===== src/sv/mfar_pkg.sv =====
// ----------------------------------------------------------------------------
// Mixed fraction add/reduce package
// Shared constants, operation codes and controller/datapath interface types.
// ----------------------------------------------------------------------------
package mfar_pkg;

	localparam int OPERAND_WIDTH_DEF = 16;
	localparam int RES_WHOLE_W       = 48;
	localparam int RES_NUM_W         = 31;
	localparam int RES_DEN_W         = 31;
	localparam int REQ_TYPE_W        = 2;

	localparam logic [REQ_TYPE_W-1:0] OP_ADD = 2'd0;
	localparam logic [REQ_TYPE_W-1:0] OP_SUB = 2'd1;
	localparam logic [REQ_TYPE_W-1:0] OP_NEG = 2'd2;
	localparam logic [REQ_TYPE_W-1:0] OP_NOP = 2'd3;

	typedef enum logic [3:0] {
		CMD_NONE,
		CMD_LOAD,
		CMD_MUL_START,
		CMD_MUL_STEP,
		CMD_COMBINE,
		CMD_GCD_START,
		CMD_GCD_STEP,
		CMD_DIV_START,
		CMD_DIV_STEP,
		CMD_WRITE
	} cmd_kind_t;

	typedef enum logic [2:0] {
		MSEL_MA,
		MSEL_MB,
		MSEL_TA,
		MSEL_TB,
		MSEL_D
	} mul_sel_t;

	typedef enum logic [1:0] {
		DSEL_NM,
		DSEL_D,
		DSEL_QR
	} div_sel_t;

	typedef struct packed {
		cmd_kind_t kind;
		mul_sel_t  msel;
		div_sel_t  dsel;
	} cmd_t;

	typedef struct packed {
		logic short_op;
		logic nm_zero;
		logic mul_last;
		logic div_last;
		logic gcd_done;
		logic out_busy;
	} status_t;

endpackage


===== src/sv/mfar_ctrl.sv =====
// ----------------------------------------------------------------------------
// Mixed fraction add/reduce controller
// Sequences multiply, combine, GCD and divide steps of the datapath.
// ----------------------------------------------------------------------------
module mfar_ctrl (
	input  logic              clk,
	input  logic              arst_n,
	input  logic              req_valid,
	output logic              req_ready,
	input  mfar_pkg::status_t st,
	output mfar_pkg::cmd_t    cmd
);
	import mfar_pkg::*;

	typedef enum logic [8:0] {
		ST_IDLE    = 9'b000000001,
		ST_MUL_GO  = 9'b000000010,
		ST_MUL_RUN = 9'b000000100,
		ST_COMB    = 9'b000001000,
		ST_GCD_GO  = 9'b000010000,
		ST_GCD_RUN = 9'b000100000,
		ST_DIV_GO  = 9'b001000000,
		ST_DIV_RUN = 9'b010000000,
		ST_WRITE   = 9'b100000000
	} state_t;

	state_t   state_q, state_d;
	mul_sel_t msel_q, msel_d;
	div_sel_t dsel_q, dsel_d;

	assign req_ready = (state_q == ST_IDLE);

	always_comb begin
		state_d  = state_q;
		msel_d   = msel_q;
		dsel_d   = dsel_q;
		cmd.kind = CMD_NONE;
		cmd.msel = msel_q;
		cmd.dsel = dsel_q;
		unique case (state_q)
			ST_IDLE: begin
				if (req_valid) begin
					cmd.kind = CMD_LOAD;
					msel_d   = MSEL_MA;
					state_d  = ST_MUL_GO;
				end
			end
			ST_MUL_GO: begin
				if (st.short_op) begin
					state_d = ST_WRITE;
				end else begin
					cmd.kind = CMD_MUL_START;
					state_d  = ST_MUL_RUN;
				end
			end
			ST_MUL_RUN: begin
				cmd.kind = CMD_MUL_STEP;
				if (st.mul_last) begin
					case (msel_q)
						MSEL_MA: begin
							msel_d  = MSEL_MB;
							state_d = ST_MUL_GO;
						end
						MSEL_MB: begin
							msel_d  = MSEL_TA;
							state_d = ST_MUL_GO;
						end
						MSEL_TA: begin
							msel_d  = MSEL_TB;
							state_d = ST_MUL_GO;
						end
						MSEL_TB: begin
							msel_d  = MSEL_D;
							state_d = ST_MUL_GO;
						end
						default: state_d = ST_COMB;
					endcase
				end
			end
			ST_COMB: begin
				cmd.kind = CMD_COMBINE;
				state_d  = ST_GCD_GO;
			end
			ST_GCD_GO: begin
				if (st.nm_zero) begin
					state_d = ST_WRITE;
				end else begin
					cmd.kind = CMD_GCD_START;
					state_d  = ST_GCD_RUN;
				end
			end
			ST_GCD_RUN: begin
				cmd.kind = CMD_GCD_STEP;
				if (st.gcd_done) begin
					dsel_d  = DSEL_NM;
					state_d = ST_DIV_GO;
				end
			end
			ST_DIV_GO: begin
				cmd.kind = CMD_DIV_START;
				state_d  = ST_DIV_RUN;
			end
			ST_DIV_RUN: begin
				cmd.kind = CMD_DIV_STEP;
				if (st.div_last) begin
					case (dsel_q)
						DSEL_NM: begin
							dsel_d  = DSEL_D;
							state_d = ST_DIV_GO;
						end
						DSEL_D: begin
							dsel_d  = DSEL_QR;
							state_d = ST_DIV_GO;
						end
						default: state_d = ST_WRITE;
					endcase
				end
			end
			ST_WRITE: begin
				if (!st.out_busy) begin
					cmd.kind = CMD_WRITE;
					state_d  = ST_IDLE;
				end
			end
			default: state_d = ST_IDLE;
		endcase
	end

	always_ff @(posedge clk or negedge arst_n) begin
		if (!arst_n) begin
			state_q <= ST_IDLE;
			msel_q  <= MSEL_MA;
			dsel_q  <= DSEL_NM;
		end else begin
			state_q <= state_d;
			msel_q  <= msel_d;
			dsel_q  <= dsel_d;
		end
	end

endmodule


===== src/sv/mfar_dp.sv =====
// ----------------------------------------------------------------------------
// Mixed fraction add/reduce datapath
// Shift-add multiplier, binary GCD, restoring divider and result register.
// ----------------------------------------------------------------------------
module mfar_dp #(
	parameter int OPERAND_WIDTH = mfar_pkg::OPERAND_WIDTH_DEF
) (
	input  logic                                     clk,
	input  logic                                     arst_n,
	input  mfar_pkg::cmd_t                           cmd,
	output mfar_pkg::status_t                        st,
	input  logic [mfar_pkg::REQ_TYPE_W-1:0]          req_type,
	input  logic signed [OPERAND_WIDTH-1:0]          a_whole,
	input  logic signed [OPERAND_WIDTH-1:0]          a_numerator,
	input  logic [OPERAND_WIDTH-2:0]                 a_denominator,
	input  logic signed [OPERAND_WIDTH-1:0]          b_whole,
	input  logic signed [OPERAND_WIDTH-1:0]          b_numerator,
	input  logic [OPERAND_WIDTH-2:0]                 b_denominator,
	output logic                                     res_valid,
	input  logic                                     res_ready,
	output logic signed [mfar_pkg::RES_WHOLE_W-1:0]  res_whole,
	output logic signed [mfar_pkg::RES_NUM_W-1:0]    res_numerator,
	output logic [mfar_pkg::RES_DEN_W-1:0]           res_denominator
);
	import mfar_pkg::*;

	localparam int W  = OPERAND_WIDTH;
	localparam int DW = W - 1;
	localparam int NW = (3 * W > 64) ? 64 : 3 * W;
	localparam int CW = $clog2(NW + 1);

	logic [REQ_TYPE_W-1:0] op_q;
	logic                  sa_q, sb_q, sn_q;
	logic signed [W-1:0]   aw_q, an_q, bw_q, bn_q;
	logic [DW-1:0]         ad_q, bd_q, mplier_q;
	logic [NW-1:0]         ma_q, mb_q, ta_q, tb_q, d_q, nm_q, g_q, q_q, r_q;
	logic [NW-1:0]         acc_q, mcand_q, ga_q, gb_q, dvd_q, rem_q, dsr_q;
	logic [CW-1:0]         cnt_q, k_q;
	logic                  res_valid_q;
	logic [RES_WHOLE_W-1:0] res_whole_q;
	logic [RES_NUM_W-1:0]  res_num_q;
	logic [RES_DEN_W-1:0]  res_den_q;

	logic [W-1:0]  awm, anm, bwm, bnm;
	logic [NW-1:0] acc_nx, quo_nx, rem_nx;
	logic [NW:0]   trial, dsr_x;
	logic          ge;
	logic [RES_WHOLE_W-1:0] wh_n, qx;
	logic [RES_NUM_W-1:0]   nu_n;
	logic [RES_DEN_W-1:0]   de_n;

	assign awm = aw_q[W-1] ? W'('0 - aw_q) : W'(aw_q);
	assign anm = an_q[W-1] ? W'('0 - an_q) : W'(an_q);
	assign bwm = bw_q[W-1] ? W'('0 - bw_q) : W'(bw_q);
	assign bnm = bn_q[W-1] ? W'('0 - bn_q) : W'(bn_q);

	assign acc_nx = acc_q + (mplier_q[0] ? mcand_q : '0);
	assign trial  = {rem_q, dvd_q[NW-1]};
	assign dsr_x  = {1'b0, dsr_q};
	assign ge     = (trial >= dsr_x);
	assign rem_nx = ge ? NW'(trial - dsr_x) : trial[NW-1:0];
	assign quo_nx = {dvd_q[NW-2:0], ge};

	assign st.short_op = (op_q == OP_NEG) || (op_q == OP_NOP);
	assign st.nm_zero  = (nm_q == '0);
	assign st.mul_last = (cnt_q == CW'(DW - 1));
	assign st.div_last = (cnt_q == CW'(NW - 1));
	assign st.gcd_done = (ga_q == '0) || (gb_q == '0);
	assign st.out_busy = res_valid_q && !res_ready;

	// Result formatting.
	always_comb begin
		qx   = RES_WHOLE_W'(q_q);
		wh_n = '0;
		nu_n = '0;
		de_n = RES_DEN_W'(1);
		if (op_q == OP_NEG) begin
			de_n = RES_DEN_W'(ad_q);
			if (aw_q != '0) begin
				wh_n = '0 - RES_WHOLE_W'(aw_q);
				nu_n = RES_NUM_W'(an_q);
			end else begin
				nu_n = '0 - RES_NUM_W'(an_q);
			end
		end else if (op_q != OP_NOP && nm_q != '0) begin
			de_n = RES_DEN_W'(d_q);
			if (q_q != '0) begin
				wh_n = sn_q ? ('0 - qx) : qx;
				nu_n = RES_NUM_W'(r_q);
			end else begin
				nu_n = sn_q ? ('0 - RES_NUM_W'(r_q)) : RES_NUM_W'(r_q);
			end
		end
	end

	always_ff @(posedge clk) begin
		case (cmd.kind)
			CMD_LOAD: begin
				op_q <= req_type;
				aw_q <= a_whole;
				an_q <= a_numerator;
				bw_q <= b_whole;
				bn_q <= b_numerator;
				ad_q <= (a_denominator == '0) ? DW'(1) : a_denominator;
				bd_q <= (b_denominator == '0) ? DW'(1) : b_denominator;
				sa_q <= a_whole[W-1] | a_numerator[W-1];
				sb_q <= (b_whole[W-1] | b_numerator[W-1]) ^ (req_type == OP_SUB);
			end
			CMD_MUL_START: begin
				cnt_q <= '0;
				case (cmd.msel)
					MSEL_MA: begin
						acc_q    <= NW'(anm);
						mcand_q  <= NW'(awm);
						mplier_q <= ad_q;
					end
					MSEL_MB: begin
						acc_q    <= NW'(bnm);
						mcand_q  <= NW'(bwm);
						mplier_q <= bd_q;
					end
					MSEL_TA: begin
						acc_q    <= '0;
						mcand_q  <= ma_q;
						mplier_q <= bd_q;
					end
					MSEL_TB: begin
						acc_q    <= '0;
						mcand_q  <= mb_q;
						mplier_q <= ad_q;
					end
					default: begin
						acc_q    <= '0;
						mcand_q  <= NW'(ad_q);
						mplier_q <= bd_q;
					end
				endcase
			end
			CMD_MUL_STEP: begin
				acc_q    <= acc_nx;
				mcand_q  <= mcand_q << 1;
				mplier_q <= mplier_q >> 1;
				cnt_q    <= cnt_q + CW'(1);
				if (st.mul_last) begin
					case (cmd.msel)
						MSEL_MA: ma_q <= acc_nx;
						MSEL_MB: mb_q <= acc_nx;
						MSEL_TA: ta_q <= acc_nx;
						MSEL_TB: tb_q <= acc_nx;
						default: d_q  <= acc_nx;
					endcase
				end
			end
			CMD_COMBINE: begin
				if (sa_q == sb_q) begin
					nm_q <= ta_q + tb_q;
					sn_q <= sa_q;
				end else if (ta_q >= tb_q) begin
					nm_q <= ta_q - tb_q;
					sn_q <= sa_q;
				end else begin
					nm_q <= tb_q - ta_q;
					sn_q <= sb_q;
				end
			end
			CMD_GCD_START: begin
				ga_q <= nm_q;
				gb_q <= d_q;
				k_q  <= '0;
			end
			CMD_GCD_STEP: begin
				if (st.gcd_done) begin
					g_q <= ((ga_q == '0) ? gb_q : ga_q) << k_q;
				end else if (!ga_q[0] && !gb_q[0]) begin
					ga_q <= ga_q >> 1;
					gb_q <= gb_q >> 1;
					k_q  <= k_q + CW'(1);
				end else if (!ga_q[0]) begin
					ga_q <= ga_q >> 1;
				end else if (!gb_q[0]) begin
					gb_q <= gb_q >> 1;
				end else if (ga_q >= gb_q) begin
					ga_q <= ga_q - gb_q;
				end else begin
					gb_q <= gb_q - ga_q;
				end
			end
			CMD_DIV_START: begin
				cnt_q <= '0;
				rem_q <= '0;
				case (cmd.dsel)
					DSEL_NM: begin
						dvd_q <= nm_q;
						dsr_q <= g_q;
					end
					DSEL_D: begin
						dvd_q <= d_q;
						dsr_q <= g_q;
					end
					default: begin
						dvd_q <= nm_q;
						dsr_q <= d_q;
					end
				endcase
			end
			CMD_DIV_STEP: begin
				rem_q <= rem_nx;
				dvd_q <= quo_nx;
				cnt_q <= cnt_q + CW'(1);
				if (st.div_last) begin
					case (cmd.dsel)
						DSEL_NM: nm_q <= quo_nx;
						DSEL_D:  d_q  <= quo_nx;
						default: begin
							q_q <= quo_nx;
							r_q <= rem_nx;
						end
					endcase
				end
			end
			CMD_WRITE: begin
				res_whole_q <= wh_n;
				res_num_q   <= nu_n;
				res_den_q   <= de_n;
			end
			default: ;
		endcase
	end

	always_ff @(posedge clk or negedge arst_n) begin
		if (!arst_n) begin
			res_valid_q <= 1'b0;
		end else if (cmd.kind == CMD_WRITE) begin
			res_valid_q <= 1'b1;
		end else if (res_ready) begin
			res_valid_q <= 1'b0;
		end
	end

	assign res_valid       = res_valid_q;
	assign res_whole       = res_whole_q;
	assign res_numerator   = res_num_q;
	assign res_denominator = res_den_q;

endmodule


===== src/sv/mixed_fraction_add_reduce_core.sv =====
// ----------------------------------------------------------------------------
// Mixed fraction add/reduce core
// Adds or subtracts signed mixed fractions, reduced to lowest terms, or negates operand a.
// ----------------------------------------------------------------------------
// Negate and the unused opcode skip the arithmetic; add and subtract run five shift-add
// multiplies, then the binary GCD loop and three restoring divides unless the sum is zero.
// Throughput: one transaction at a time, set by the shift-add multiplier, GCD loop and
// restoring divider; a new request is taken while a finished result waits for output.
// Reset: arst_n clears the controller and the result valid flag.
module mixed_fraction_add_reduce_core #(
	parameter int OPERAND_WIDTH = mfar_pkg::OPERAND_WIDTH_DEF
) (
	input  logic                                     clk,
	input  logic                                     arst_n,
	input  logic                                     req_valid,
	output logic                                     req_ready,
	input  logic [mfar_pkg::REQ_TYPE_W-1:0]          req_type,
	input  logic signed [OPERAND_WIDTH-1:0]          a_whole,
	input  logic signed [OPERAND_WIDTH-1:0]          a_numerator,
	input  logic [OPERAND_WIDTH-2:0]                 a_denominator,
	input  logic signed [OPERAND_WIDTH-1:0]          b_whole,
	input  logic signed [OPERAND_WIDTH-1:0]          b_numerator,
	input  logic [OPERAND_WIDTH-2:0]                 b_denominator,
	output logic                                     res_valid,
	input  logic                                     res_ready,
	output logic signed [mfar_pkg::RES_WHOLE_W-1:0]  res_whole,
	output logic signed [mfar_pkg::RES_NUM_W-1:0]    res_numerator,
	output logic [mfar_pkg::RES_DEN_W-1:0]           res_denominator
);
	import mfar_pkg::*;

	// The controller issues at most one command per cycle, none while it waits on output
	// back-pressure; the datapath reports counter ends, the GCD finish, a zero sum and back-pressure.
	cmd_t    cmd;
	status_t st;

	mfar_ctrl u_ctrl (
		.clk       (clk),
		.arst_n    (arst_n),
		.req_valid (req_valid),
		.req_ready (req_ready),
		.st        (st),
		.cmd       (cmd)
	);

	// The datapath latches the request when the controller accepts the
	// transaction, builds the cross-multiplied numerator, reduces it by the
	// GCD and splits it into whole part and remainder.
	mfar_dp #(
		.OPERAND_WIDTH (OPERAND_WIDTH)
	) u_dp (
		.clk             (clk),
		.arst_n          (arst_n),
		.cmd             (cmd),
		.st              (st),
		.req_type        (req_type),
		.a_whole         (a_whole),
		.a_numerator     (a_numerator),
		.a_denominator   (a_denominator),
		.b_whole         (b_whole),
		.b_numerator     (b_numerator),
		.b_denominator   (b_denominator),
		.res_valid       (res_valid),
		.res_ready       (res_ready),
		.res_whole       (res_whole),
		.res_numerator   (res_numerator),
		.res_denominator (res_denominator)
	);

`ifndef SYNTHESIS
	// Once a request is taken, the core is busy in the cycle after acceptance.
	a_busy_after_accept: assert property (@(posedge clk) disable iff (!arst_n)
		(req_valid && req_ready) |=> !req_ready)
		else $error("request accepted twice in a row");

	// A delivered denominator is never zero.
	a_den_nonzero: assert property (@(posedge clk) disable iff (!arst_n)
		res_valid |-> (res_denominator != '0))
		else $error("zero result denominator");

	// A new result only appears after the core was busy with a transaction.
	a_result_from_work: assert property (@(posedge clk) disable iff (!arst_n)
		$rose(res_valid) |-> $past(!req_ready))
		else $error("result without a transaction in flight");
`endif

endmodule

===== config.mk =====
export PLATFORM = sky130hd
export DESIGN_NAME = mixed_fraction_add_reduce_core
export DESIGN_NICKNAME = d
export VERILOG_FILES = /design/src/sv/mfar_pkg.sv /design/src/sv/mfar_ctrl.sv /design/src/sv/mfar_dp.sv /design/src/sv/mixed_fraction_add_reduce_core.sv
export SDC_FILE = /design/constraint.sdc
export NUM_CORES = 2
export LEC_CHECK = 0
export BUFFER_PORTS_ARGS = -buffer_cell sky130_fd_sc_hd__buf_4
export CAP_MARGIN = 40
export CORE_UTILIZATION = 46
export DETAILED_ROUTE_END_ITERATION = 10
export GPL_ROUTABILITY_DRIVEN = 0
export GPL_TIMING_DRIVEN = 0
export PLACE_DENSITY = 0.71
export SLEW_MARGIN = 20
export SYNTH_ARGS = -nofsm -noshare
export SYNTH_HDL_FRONTEND = slang
export SYNTH_SLANG_ARGS = --single-unit
export TNS_END_PERCENT = 100

===== constraint.sdc =====
create_clock -name clk -period 22.4 [get_ports clk]
set_clock_uncertainty 0.1 [all_clocks]
set_input_delay 3.36 -clock clk [delete_from_list [all_inputs] [get_ports clk]]
set_output_delay 3.36 -clock clk [all_outputs]
set_load 0.03 [all_outputs]

==> impl_results.md <==
- GRT Overall Usage: 0.317
- Vias/cell: 6.44
- Starting Density: 0.466
- CTS hold repair buffers: 0
- Ports: 212
- Count of final max-slew check failures: 0
- Post-synth cell types: 89
- Sequential area share after synthesis: 0.466
- DIE AREA: 0.142 mm2
- Clock Tree Root: clkbuf_16
- Clock tree from TritonCTS: done
- Final Hold Viols: 0
- Post-synth ARST share: 0.0150
- Post-synth EDFFs: 987
- Post-Route WL: 233 mm
- Layout cells sized above 1: 0.0863
- Final WS setup: 15.78 ns
- Cell Area, Synth: 0.0644 mm2
- Synthesized Nets: 7015
- Total number of vias: 57267
- Top FF cell, synth: edfxtp_1
- Final period util: 0.296
- Htree depth: 3
- Fmax: 0.151 GHz
- Total global routing overflow: 0
- Die Span Y: 376 um
- VDD IR-drop max: 0.0000601 V
- Post-Place Cell Area: 0.0692 mm2
- Max transition margin: 0.356
- Placeable Area: 0.138 mm2
- Pre-CTS setup slack: 16.03 ns
- Outcome: finished clean
- Die width: 376 um
- Crit path max fanout: 10
- Setup TNS Final: 0 ns
- Vias in the first global route: 53378
- Post-DP HPWL: 182 mm
- CTS clk-pin slew, worst paths: 0.07 ns
- Min-Delay Path Class: register to register
- Flops & latches, synth: 1002
- Largest net degree at the start of global routing: 54
- CTS resizes: 0
- Core Rows: 136
- Setup CP Type: register to register
- Pwr Density: 76.1 mW/mm2
- Clk_lat worst skew: 0.75 ns
- Worst endpoint required time: 22.70 ns
- Crit path DAT: 6.93 ns
- Mean post-synth cell area: 9.82 um2
- Ys Warns: 0
- Post-route cell area: 0.0727 mm2
- 1st-pass router iterations: 11
- Critical path capture point type: register
- WL/cell: 26.2 um
- Worst slew pin tran: 0.960 ns
- 1st-iter DRT viols: 9503
- P_leak: 27.9 nW
- RSZ-0062 raised after global routing: no
- Crit path time final: 6.62 ns
- WHS: 0.350 ns
- Sink Count: 1002
- Inserted Clock Buffers: 103
- Post-synthesis cell count: 6564
- Most frequent cells in the layout: edfxtp_1, a21oi_1, nand2_1, o21ai_0, nor2_1
- Post-route ant nets: 0
- Startpoint types: register
- I/O Buffers: 211
- Total of max-cap violations: 0
- Initial antenna violation count: 19
- Final core occ: 0.526
- Nets: 7397
- Area Growth Syn to Fin: 12.8%
- Setup violations, final: 0
- Total setup buffers inserted after CTS: 0
- CTS max path bufs: 3
- Residual DRC count: 0
- Commonest non-fill, non-tap cell in the layout: edfxtp_1
- First-pass GRT wire length: 338 mm
## path summary, 6_finish.rpt
| kind | startpoint | end | slack, ns | depth (start not counted) |
|---|---|---|---|---|
| setup reg to reg | u_dp.mplier_q[0] | u_dp.mb_q[46] | 15.78 | 16 |
| hold / removal | u_dp.dvd_q[9] | u_dp.q_q[10] | 0.35 | 0 |
| max in group asynchronous | arst_n | u_ctrl.state_q[0] | 19.57 | 1 |
| hold reg to reg | u_dp.dvd_q[9] | u_dp.q_q[10] | 0.35 | 0 |
| setup / recovery | u_dp.mplier_q[0] | u_dp.mb_q[46] | 15.78 | 16 |
| min in group asynchronous | arst_n | u_ctrl.dsel_q[1] | 2.36 | 1 |
## layout make-up
| cell class | count | area [um2] |
|---|---|---|
| repair buffers | 277 | 2440 |
| inverters | 420 | 1580 |
| clock inverters | 68 | 659 |
| diodes | 6 | 15.0 |
| clock buffers | 121 | 2690 |
| multi-input cells | 4758 | 31500 |
| flip-flops and latches | 1002 | 30000 |
| fillers | 12246 | 65500 |
| well taps | 1863 | 2330 |
| plain buffers | 384 | 1470 |
## critical path, stage by stage, from the launching register on
cell and delay [ns]:
edfxtp_1 0.51, clkbuf_1 0.43, buf_6 0.22, clkbuf_1 0.64, and2_1 0.29, fa_1 0.25
a211oi_1 0.10, o21bai_1 0.23, o22ai_1 0.20, o31a_1 0.45, o31ai_1 0.84, and3_1 0.34
o221ai_1 0.22, o21ai_0 0.50, a221oi_1 0.18, xor2_1 0.50, inv_1 0.30
## synthesized netlist by cell type (58+ instances only)
| cell | count | area share |
|---|---|---|
| inv_1 | 415 | 0.024 |
| a22oi_1 | 83 | 0.0097 |
| nor3_1 | 110 | 0.0085 |
| nand4_1 | 64 | 0.0062 |
| edfxtp_1 | 987 | 0.46 |
| a21oi_1 | 598 | 0.046 |
| o31ai_1 | 63 | 0.0073 |
| xnor2_1 | 198 | 0.027 |
| a21o_1 | 133 | 0.015 |
| a31oi_1 | 58 | 0.0056 |
| nor2_1 | 502 | 0.029 |
| ha_1 | 344 | 0.067 |
| o21ai_0 | 522 | 0.041 |
| nand2_1 | 559 | 0.033 |
| and2_1 | 126 | 0.012 |
| mux2i_1 | 132 | 0.021 |
| a211oi_1 | 89 | 0.010 |
| nor4_1 | 75 | 0.0073 |
| clkbuf_1 | 351 | 0.020 |
| o21bai_1 | 74 | 0.0086 |
| xor2_1 | 190 | 0.026 |
| mux2_2 | 82 | 0.014 |
| nand3_1 | 69 | 0.0054 |
## registers in the layout, summed over array words and instances (netlist names), 48 cells and up
| register | cells |
|---|---|
| u_dp.acc_q | 48 |
| u_dp.d_q | 48 |
| u_dp.dsr_q | 48 |
| u_dp.dvd_q | 48 |
| u_dp.g_q | 48 |
| u_dp.ga_q | 48 |
| u_dp.gb_q | 48 |
| u_dp.ma_q | 48 |
| u_dp.mb_q | 48 |
| u_dp.mcand_q | 48 |
| u_dp.nm_q | 48 |
| u_dp.q_q | 48 |
| u_dp.rem_q | 48 |
| u_dp.res_whole | 48 |
| u_dp.ta_q | 48 |
| u_dp.tb_q | 48 |
## metal layers
layer	up-vias	track usage	share of wire
li1	24870	-	-
met1	27321	0.410	0.37
met2	4087	0.479	0.43
met3	965	0.101	0.14
met4	24	0.156	0.062
met5	-	0.00274	0.0011
## power breakdown
part / switching [W] / internal [W] / total [W]
Sequential: 0.000113 / 0.00234 / 0.00245
Combinational: 0.000942 / 0.000393 / 0.00134
Clock: 0.000776 / 0.000966 / 0.00174
Total: 0.00183 / 0.00370 / 0.00553
## metrics by stage
step / power [W] / instances
floorplan: 0.00315 / 6564
global placement: 0.00368 / 8638
detailed placement: 0.00374 / 8694
CTS: 0.00545 / 8883
global route: 0.00566 / 8894
finish: 0.00553 / 8899
## logic make-up after synthesis
family	share of synthesized area
muxes	0.0429
DFF	0.466
xor gates and xnor gates	0.0527
AOI/OAI and AO/OA	0.191
buffers and inverters	0.0473
and+or+nand+nor	0.131
adders and majority gates	0.0690
Note: power is estimated with default switching activity, not from simulation.
